**config.mk**
```make
export PLATFORM = sky130hd
export DESIGN_NAME = md5_message_digest
export DESIGN_NICKNAME = d
export VERILOG_FILES = /design/src/rtl/md5_pkg.sv /design/src/rtl/md5_dp.sv /design/src/rtl/md5_ctrl.sv /design/src/rtl/md5_message_digest.sv
export VERILOG_INCLUDE_DIRS = /design/src /design/src/rtl
export SDC_FILE = /design/constraint.sdc
export NUM_CORES = 2
export LEC_CHECK = 0
export BUFFER_PORTS_ARGS = -buffer_cell sky130_fd_sc_hd__buf_2
export CORE_ASPECT_RATIO = 1.25
export CORE_MARGIN = 1.5
export CORE_UTILIZATION = 59
export DETAILED_ROUTE_END_ITERATION = 10
export PLACE_DENSITY_LB_ADDON = 0.3
export SETUP_SLACK_MARGIN = 0.1
export SKIP_CTS_REPAIR_TIMING = 1
export SKIP_LAST_GASP = 1
export SLEW_MARGIN = 20
export SYNTH_ARGS = -nofsm -noshare
export SYNTH_HDL_FRONTEND = slang
export SYNTH_SLANG_ARGS = --single-unit
```
**constraint.sdc**
```tcl
create_clock -name clk_i -period 10.4 [get_ports clk_i]
set_clock_uncertainty 0.2 [all_clocks]
set_input_delay 1.04 -clock clk_i [delete_from_list [all_inputs] [get_ports clk_i]]
set_output_delay 1.04 -clock clk_i [all_outputs]
set_load 0.01 [all_outputs]
```
**src/rtl/md5_message_digest_defines.svh**
```systemverilog
// Assertion macros used by the MD5 digest RTL.
`ifndef MD5_MESSAGE_DIGEST_DEFINES_SVH
`define MD5_MESSAGE_DIGEST_DEFINES_SVH

// Check a property on every clock edge outside reset.
`define MD5_ASSERT(lbl, prop, msg) \
  lbl: assert property (@(posedge clk_i) disable iff (!rst_ni) prop) else $error(msg);

// Check that an expression never holds outside reset.
`define MD5_ASSERT_NEVER(lbl, expr, msg) \
  lbl: assert property (@(posedge clk_i) disable iff (!rst_ni) !(expr)) else $error(msg);

`endif

```
**src/rtl/md5_pkg.sv**
```systemverilog
// Types, command codes and round constants for the MD5 digest block.
package md5_pkg;

  typedef enum logic [2:0] {
    ST_IDLE,
    ST_PAD,
    ST_LENGTH,
    ST_ROUND,
    ST_FOLD,
    ST_EMIT
  } md5_state_e;

  typedef enum logic [1:0] {
    PH_ABSORB,
    PH_EXTRA,
    PH_FINAL
  } md5_phase_e;

  typedef enum logic [2:0] {
    OP_NONE,
    OP_ABSORB,
    OP_PAD,
    OP_LENGTH,
    OP_ROUND,
    OP_FOLD,
    OP_RESTART
  } md5_op_e;

  typedef struct packed {
    md5_op_e    op;
    logic       clear;
    logic [5:0] rnd;
    logic [1:0] word_idx;
  } md5_cmd_t;

  typedef struct packed {
    logic fill_last;
    logic pad_long;
  } md5_stat_t;

  localparam logic       OPER_ABSORB = 1'b0;
  localparam logic       OPER_FINISH = 1'b1;
  localparam logic [5:0] LAST_ROUND  = 6'd63;
  localparam logic [1:0] LAST_WORD   = 2'd3;
  localparam logic [7:0] PAD_BYTE    = 8'h80;

  localparam logic [31:0] CHAIN_INIT [4] = '{
    32'h67452301, 32'hefcdab89, 32'h98badcfe, 32'h10325476
  };

  localparam logic [31:0] ROUND_K [64] = '{
    32'hd76aa478, 32'he8c7b756, 32'h242070db, 32'hc1bdceee,
    32'hf57c0faf, 32'h4787c62a, 32'ha8304613, 32'hfd469501,
    32'h698098d8, 32'h8b44f7af, 32'hffff5bb1, 32'h895cd7be,
    32'h6b901122, 32'hfd987193, 32'ha679438e, 32'h49b40821,
    32'hf61e2562, 32'hc040b340, 32'h265e5a51, 32'he9b6c7aa,
    32'hd62f105d, 32'h02441453, 32'hd8a1e681, 32'he7d3fbc8,
    32'h21e1cde6, 32'hc33707d6, 32'hf4d50d87, 32'h455a14ed,
    32'ha9e3e905, 32'hfcefa3f8, 32'h676f02d9, 32'h8d2a4c8a,
    32'hfffa3942, 32'h8771f681, 32'h6d9d6122, 32'hfde5380c,
    32'ha4beea44, 32'h4bdecfa9, 32'hf6bb4b60, 32'hbebfbc70,
    32'h289b7ec6, 32'heaa127fa, 32'hd4ef3085, 32'h04881d05,
    32'hd9d4d039, 32'he6db99e5, 32'h1fa27cf8, 32'hc4ac5665,
    32'hf4292244, 32'h432aff97, 32'hab9423a7, 32'hfc93a039,
    32'h655b59c3, 32'h8f0ccc92, 32'hffeff47d, 32'h85845dd1,
    32'h6fa87e4f, 32'hfe2ce6e0, 32'ha3014314, 32'h4e0811a1,
    32'hf7537e82, 32'hbd3af235, 32'h2ad7d2bb, 32'heb86d391
  };

  localparam logic [4:0] ROT_TAB [16] = '{
    5'd7, 5'd12, 5'd17, 5'd22, 5'd5, 5'd9,  5'd14, 5'd20,
    5'd4, 5'd11, 5'd16, 5'd23, 5'd6, 5'd10, 5'd15, 5'd21
  };

endpackage

```
**src/rtl/md5_dp.sv**
```systemverilog
// MD5 datapath: block buffer, counters, round unit and chaining words.
module md5_dp import md5_pkg::*; (
  input  logic        clk_i,
  input  logic        rst_ni,
  input  md5_cmd_t    cmd_i,
  input  logic [7:0]  data_byte_i,
  output md5_stat_t   stat_o,
  output logic [31:0] digest_word_o
);

  logic [31:0] buf_q   [16];
  logic [31:0] buf_d   [16];
  logic [31:0] chain_q [4];
  logic [31:0] chain_d [4];
  logic [31:0] work_q  [4];
  logic [31:0] work_d  [4];
  logic [5:0]  fill_q, fill_d;
  logic [60:0] cnt_q, cnt_d;

  logic [31:0] a, b, c, d, f, m, sum, rot;
  logic [63:0] rot_wide;
  logic [63:0] bit_len;
  logic [3:0]  widx;
  logic [3:0]  k;
  logic [1:0]  grp;

  assign grp     = cmd_i.rnd[5:4];
  assign k       = cmd_i.rnd[3:0];
  assign bit_len = {cnt_q, 3'b000};

  always_comb begin
    if (cmd_i.rnd == 6'd0) begin
      a = chain_q[0];
      b = chain_q[1];
      c = chain_q[2];
      d = chain_q[3];
    end else begin
      a = work_q[0];
      b = work_q[1];
      c = work_q[2];
      d = work_q[3];
    end
    case (grp)
      2'd0: begin
        f    = d ^ (b & (c ^ d));
        widx = k;
      end
      2'd1: begin
        f    = c ^ (d & (b ^ c));
        widx = 4'(k * 4'd5 + 4'd1);
      end
      2'd2: begin
        f    = b ^ c ^ d;
        widx = 4'(k * 4'd3 + 4'd5);
      end
      default: begin
        f    = c ^ (b | ~d);
        widx = 4'(k * 4'd7);
      end
    endcase
    m        = buf_q[widx];
    sum      = a + f + ROUND_K[cmd_i.rnd] + m;
    rot_wide = {sum, sum} << ROT_TAB[{grp, k[1:0]}];
    rot      = rot_wide[63:32];
  end

  always_comb begin
    buf_d = buf_q;
    case (cmd_i.op)
      OP_ABSORB: begin
        buf_d[fill_q[5:2]][{fill_q[1:0], 3'b000} +: 8] = data_byte_i;
      end
      OP_PAD: begin
        for (int j = 0; j < 16; j++) begin
          for (int bt = 0; bt < 4; bt++) begin
            if ({4'(j), 2'(bt)} == fill_q) begin
              buf_d[j][bt*8 +: 8] = PAD_BYTE;
            end else if ({4'(j), 2'(bt)} > fill_q) begin
              buf_d[j][bt*8 +: 8] = 8'h00;
            end
          end
        end
      end
      OP_LENGTH: begin
        if (cmd_i.clear) begin
          for (int j = 0; j < 14; j++) begin
            buf_d[j] = 32'h0;
          end
        end
        buf_d[14] = bit_len[31:0];
        buf_d[15] = bit_len[63:32];
      end
      default: ;
    endcase
  end

  always_comb begin
    chain_d = chain_q;
    work_d  = work_q;
    fill_d  = fill_q;
    cnt_d   = cnt_q;
    case (cmd_i.op)
      OP_ABSORB: begin
        fill_d = fill_q + 6'd1;
        cnt_d  = cnt_q + 61'd1;
      end
      OP_ROUND: begin
        work_d[0] = d;
        work_d[1] = b + rot;
        work_d[2] = b;
        work_d[3] = c;
      end
      OP_FOLD: begin
        for (int i = 0; i < 4; i++) begin
          chain_d[i] = chain_q[i] + work_q[i];
        end
      end
      OP_RESTART: begin
        chain_d = CHAIN_INIT;
        fill_d  = 6'd0;
        cnt_d   = 61'd0;
      end
      default: ;
    endcase
  end

  always_ff @(posedge clk_i or negedge rst_ni) begin
    if (!rst_ni) begin
      chain_q <= CHAIN_INIT;
      fill_q  <= 6'd0;
      cnt_q   <= 61'd0;
    end else begin
      chain_q <= chain_d;
      fill_q  <= fill_d;
      cnt_q   <= cnt_d;
    end
  end

  always_ff @(posedge clk_i) begin
    buf_q  <= buf_d;
    work_q <= work_d;
  end

  assign stat_o.fill_last = (fill_q == 6'd63);
  assign stat_o.pad_long  = (fill_q[5:3] == 3'b111);
  assign digest_word_o    = chain_q[cmd_i.word_idx];

endmodule

```
**src/rtl/md5_ctrl.sv**
```systemverilog
// MD5 controller: sequences absorb, padding, rounds and digest output.
module md5_ctrl import md5_pkg::*; (
  input  logic       clk_i,
  input  logic       rst_ni,
  input  logic       in_valid_i,
  input  logic       operation_i,
  input  logic       out_ready_i,
  input  md5_stat_t  stat_i,
  output logic       in_ready_o,
  output logic       out_valid_o,
  output logic [1:0] word_index_o,
  output logic       last_word_o,
  output md5_cmd_t   cmd_o
);

  md5_state_e state_q, state_d;
  md5_phase_e phase_q, phase_d;
  logic [5:0] rnd_q, rnd_d;
  logic [1:0] idx_q, idx_d;

  always_comb begin
    state_d = state_q;
    phase_d = phase_q;
    rnd_d   = rnd_q;
    idx_d   = idx_q;
    case (state_q)
      ST_IDLE: begin
        if (in_valid_i) begin
          if (operation_i == OPER_FINISH) begin
            state_d = ST_PAD;
          end else if (stat_i.fill_last) begin
            state_d = ST_ROUND;
            phase_d = PH_ABSORB;
            rnd_d   = 6'd0;
          end
        end
      end
      ST_PAD: begin
        rnd_d = 6'd0;
        if (stat_i.pad_long) begin
          state_d = ST_ROUND;
          phase_d = PH_EXTRA;
        end else begin
          state_d = ST_LENGTH;
        end
      end
      ST_LENGTH: begin
        state_d = ST_ROUND;
        phase_d = PH_FINAL;
        rnd_d   = 6'd0;
      end
      ST_ROUND: begin
        rnd_d = rnd_q + 6'd1;
        if (rnd_q == LAST_ROUND) begin
          state_d = ST_FOLD;
        end
      end
      ST_FOLD: begin
        case (phase_q)
          PH_EXTRA: state_d = ST_LENGTH;
          PH_FINAL: begin
            state_d = ST_EMIT;
            idx_d   = 2'd0;
          end
          default:  state_d = ST_IDLE;
        endcase
      end
      ST_EMIT: begin
        if (out_ready_i) begin
          idx_d = idx_q + 2'd1;
          if (idx_q == LAST_WORD) begin
            state_d = ST_IDLE;
          end
        end
      end
      default: state_d = ST_IDLE;
    endcase
  end

  always_comb begin
    in_ready_o         = 1'b0;
    out_valid_o        = 1'b0;
    cmd_o.op           = OP_NONE;
    cmd_o.clear        = 1'b0;
    cmd_o.rnd          = rnd_q;
    cmd_o.word_idx     = idx_q;
    case (state_q)
      ST_IDLE: begin
        in_ready_o = 1'b1;
        if (in_valid_i && operation_i == OPER_ABSORB) begin
          cmd_o.op = OP_ABSORB;
        end
      end
      ST_PAD:   cmd_o.op = OP_PAD;
      ST_LENGTH: begin
        cmd_o.op    = OP_LENGTH;
        cmd_o.clear = (phase_q == PH_EXTRA);
      end
      ST_ROUND: cmd_o.op = OP_ROUND;
      ST_FOLD:  cmd_o.op = OP_FOLD;
      ST_EMIT: begin
        out_valid_o = 1'b1;
        if (out_ready_i && idx_q == LAST_WORD) begin
          cmd_o.op = OP_RESTART;
        end
      end
      default: ;
    endcase
  end

  assign word_index_o = idx_q;
  assign last_word_o  = (idx_q == LAST_WORD);

  always_ff @(posedge clk_i or negedge rst_ni) begin
    if (!rst_ni) begin
      state_q <= ST_IDLE;
      phase_q <= PH_ABSORB;
      rnd_q   <= 6'd0;
      idx_q   <= 2'd0;
    end else begin
      state_q <= state_d;
      phase_q <= phase_d;
      rnd_q   <= rnd_d;
      idx_q   <= idx_d;
    end
  end

endmodule

```
**src/rtl/md5_message_digest.sv**
```systemverilog
// MD5 message digest over a byte stream, one round per cycle.
// Absorb: each byte goes into the block buffer; a full block then runs 64 rounds and a fold.
// Finish: pad, length, 64 rounds and a fold, with an extra 64 rounds and fold before the length
// when the pad byte leaves fewer than 8 bytes free, then four digest words, one per cycle as taken.
// One item at a time; the shared round unit sets the rate.
// Reset loads the initial chaining words and clears the byte counts.
`include "md5_message_digest_defines.svh"
module md5_message_digest import md5_pkg::*; (
  input  logic        clk_i,
  input  logic        rst_ni,
  input  logic        in_valid_i,
  output logic        in_ready_o,
  input  logic        operation_i,
  input  logic [7:0]  data_byte_i,
  output logic        out_valid_o,
  input  logic        out_ready_i,
  output logic [31:0] digest_word_o,
  output logic [1:0]  word_index_o,
  output logic        last_word_o
);

  md5_cmd_t  cmd;
  md5_stat_t stat;
  logic      in_fire, out_fire, busy;

  md5_ctrl u_ctrl (
    .clk_i       (clk_i),
    .rst_ni      (rst_ni),
    .in_valid_i  (in_valid_i),
    .operation_i (operation_i),
    .out_ready_i (out_ready_i),
    .stat_i      (stat),
    .in_ready_o  (in_ready_o),
    .out_valid_o (out_valid_o),
    .word_index_o(word_index_o),
    .last_word_o (last_word_o),
    .cmd_o       (cmd)
  );

  md5_dp u_dp (
    .clk_i        (clk_i),
    .rst_ni       (rst_ni),
    .cmd_i        (cmd),
    .data_byte_i  (data_byte_i),
    .stat_o       (stat),
    .digest_word_o(digest_word_o)
  );

  assign in_fire  = in_valid_i && in_ready_o;
  assign out_fire = out_valid_o && out_ready_i;
  assign busy     = !in_ready_o && !out_valid_o;

  `MD5_ASSERT_NEVER(a_no_overlap, in_ready_o && out_valid_o, "input and output both open")
  `MD5_ASSERT(a_finish_busy, in_fire && operation_i |=> busy, "finish item not started")
  `MD5_ASSERT(a_last_idle, out_fire && last_word_o |=> in_ready_o, "not idle after last word")
  `MD5_ASSERT_NEVER(a_round_no_input, cmd.op == OP_ROUND && in_ready_o, "input taken in rounds")

endmodule
```
==> results.ini <==
[worst_setup_path]
r2r-end=u_dp.work_q[79]
rrSetupSlack_ns=0.24
cp-start-kind=register
slowest_stage=xnor2_1
crit_end=u_dp.work_q[79]
worstSetupPathType=reg2reg
crit_buf_inv=11
critical_path_depth=37
r2r-start=u_ctrl.rnd_q[2]
worstPathArrival_ns=10.31
reg2reg_depth=37
critical-path-top-delay-family=adder cells
critPathCaptureType=register
crit_path_start=u_ctrl.rnd_q[2]
worstPathRequired_ns=10.56
max_stage_delay_ns=0.81
worstPathMaxFanout=8

[cells_and_area]
drive_gt1_frac=0.156
fin_cells=7792
area_growth_pct=10.3
layout_commonest_cell=nor2_1
nFillCells=8116
regArea_um2=24500
multiInputGateArea_um2=34200
layout_common_cells=nor2_1 (875), a21oi_1 (759), edfxtp_1 (640)
fin_util=0.655
finalInstanceArea_um2=66700
nets=6702
n_antenna_cell=0

[yosys]
synthesis.area_um2=60500
synth-async-reset-ratio=0.245
syn-num-nets=6757
synth_cells=6443
yosys_warnings=0
ys_types=96
synth_top_flop_cell=edfxtp_1
yosysSeqAreaShare=0.405
synth_area_per_cell_um2=9.39
synth_edf_count=640
synth-seq-cells=848

[pwr]
swShare=0.221
p_int_uw=5390
switchingPower_uw=1530
seqPwrFrac=0.521
power_frac_comb=0.006
pwr_density_cell_nw_per_um2=104
irDropWorstVdd_mv=0.173
p_leak_uw=0.0228
clkPwrFrac=0.473

[cts]
htreeDepth=3
cts_sinks=848
clk_path_buf_depth=3
clkTransAtPathRegs_ns=0.06
insertion_delay_ns=0.71
cts-root-buf=clkbuf_16
cts_made_buffers=90
cts_tree=done

[place]
place.gp.congestion=1.08
place_area_um2=62700
placedCellCount=7597
port_buffers=49
dp_hpwl_mm=170

[grt]
first_global_vias=52088
antenna_found_initial=2
track_usage=0.437
overflow=0
grt_pass1_wl_mm=338
grt_max_degree=144

[route]
drc_errors=0
ant_nets=0
drt_iter0_markers=7644
via_count=54768
dr.pass1.iters=7
viasPerCell=7.03
wirelength_mm=234
wire_per_inst_um=30.1

[floorplan]
pin_count=50
fp.dieH_um=361
rows=131
core_area_um2=102000
start_util=0.594
die_w_um=289
die_area_um2=104000

[run]
drv_cap=0

[sta]
fin_crit_ns=10.16
rsz0062_at_grt=false
setup_viol_count_final=0
slew_headroom=0.161
tightest_slew_ns=1.26
drv_slew=0
finalSetupTns_ns=0
hold_violations=0
period_share=0.976
clock.fmax_mhz=98.5

[outcome]
status=finished clean

[worst_hold_path]
worstHoldPathType=in2async

[how the worst min path moves through the flow]
stage / startpoint / endpoint / cells after the start
detailed placement: u_dp.cnt_q[60] / u_dp.cnt_q[60] / 1
CTS: rst_ni / u_dp.chain_q[23] / 1
floorplan: u_dp.cnt_q[60] / u_dp.cnt_q[60] / 1
finish: rst_ni / u_dp.chain_q[23] / 1
global route: rst_ni / u_dp.chain_q[23] / 1
global placement: u_dp.cnt_q[60] / u_dp.cnt_q[60] / 1
[synth_stat cells (67+ instances only)]
cell      instances  share of area
nor2_1          881          0.055
a21oi_1         786          0.065
edfxtp_1        640           0.32
nand2_1         499          0.031
o21ai_0         389          0.032
clkbuf_1        374          0.023
ha_1            229          0.047
inv_1           224          0.014
nand3_1         191          0.016
mux4_2          167          0.062
mux2i_1         157          0.026
dfrtp_1         144          0.060
nor3_1          111         0.0092
xnor2_1         102          0.015
mux2_2           98          0.018
a21o_1           95          0.012
a211oi_1         79         0.0098
and2_1           79         0.0082
a31oi_1          75         0.0078
fa_1             72          0.024
xor2_1           67         0.0097
[power by group through the flow]
stage | logic, uW | registers (uW) | clock network, uW
finish | 40.9 | 3600 | 3270
detailed placement | 40.1 | 3670 | 0
global route | 43.3 | 3600 | 3380
CTS | 40.2 | 3600 | 3270
global placement | 40.3 | 3670 | 0
floorplan | 7.76 | 3670 | 0
[worst reg2reg max path, delay by kind of cell (launching register included)]
family	cells	cell delay, ns
fa+ha+maj	6	2.67
compound gates	10	2.17
buf+inv	11	1.36
simple gates	5	1.05
mux	3	1.01
xor+xnor	2	0.93
flops	1	0.44
[stage by stage]
step                hold WS, ns  total power [uW]  worst slack (ns)
finish                    0.173              6910             0.245
detailed placement        0.278              3710           -0.0123
global placement          0.266              3710             0.180
global route              0.252              7030            0.0199
floorplan                 0.249              3680             0.119
CTS                       0.229              6910           -0.0644
[routing by layer]
metal | vias to the layer above | GRT usage | wire length [um] | share of wire
met4 | 2 | 0.382 | 25500 | 0.11
met2 | 3762 | 0.694 | 107000 | 0.46
li1 | 23619 | - | - | -
met5 | - | 0 | 14 | 0.000060
met1 | 26297 | 0.495 | 77200 | 0.33
met3 | 1088 | 0.0984 | 24400 | 0.10
[layout make-up]
| class | instances | area share |
|---|---|---|
| Multi-Input combinational cell | 4916 | 0.513 |
| Sequential cell | 848 | 0.368 |
| Timing Repair Buffer | 306 | 0.0377 |
| Clock buffer | 120 | 0.0368 |
| Tap cell | 1330 | 0.0250 |
| Inverter | 226 | 0.0129 |
| Clock inverter | 46 | 0.00715 |
[logic make-up after synthesis]
kind of cell	Yosys count	synth area share
AOI/OAI and AO/OA	1904	0.190
xor gates and xnor gates	171	0.0250
adders and majority gates	318	0.0740
buffers and inverters	681	0.0434
DFF	848	0.405
muxes	423	0.107
and+or+nand+nor	2098	0.156
Note: power is estimated with default switching activity, not from simulation.
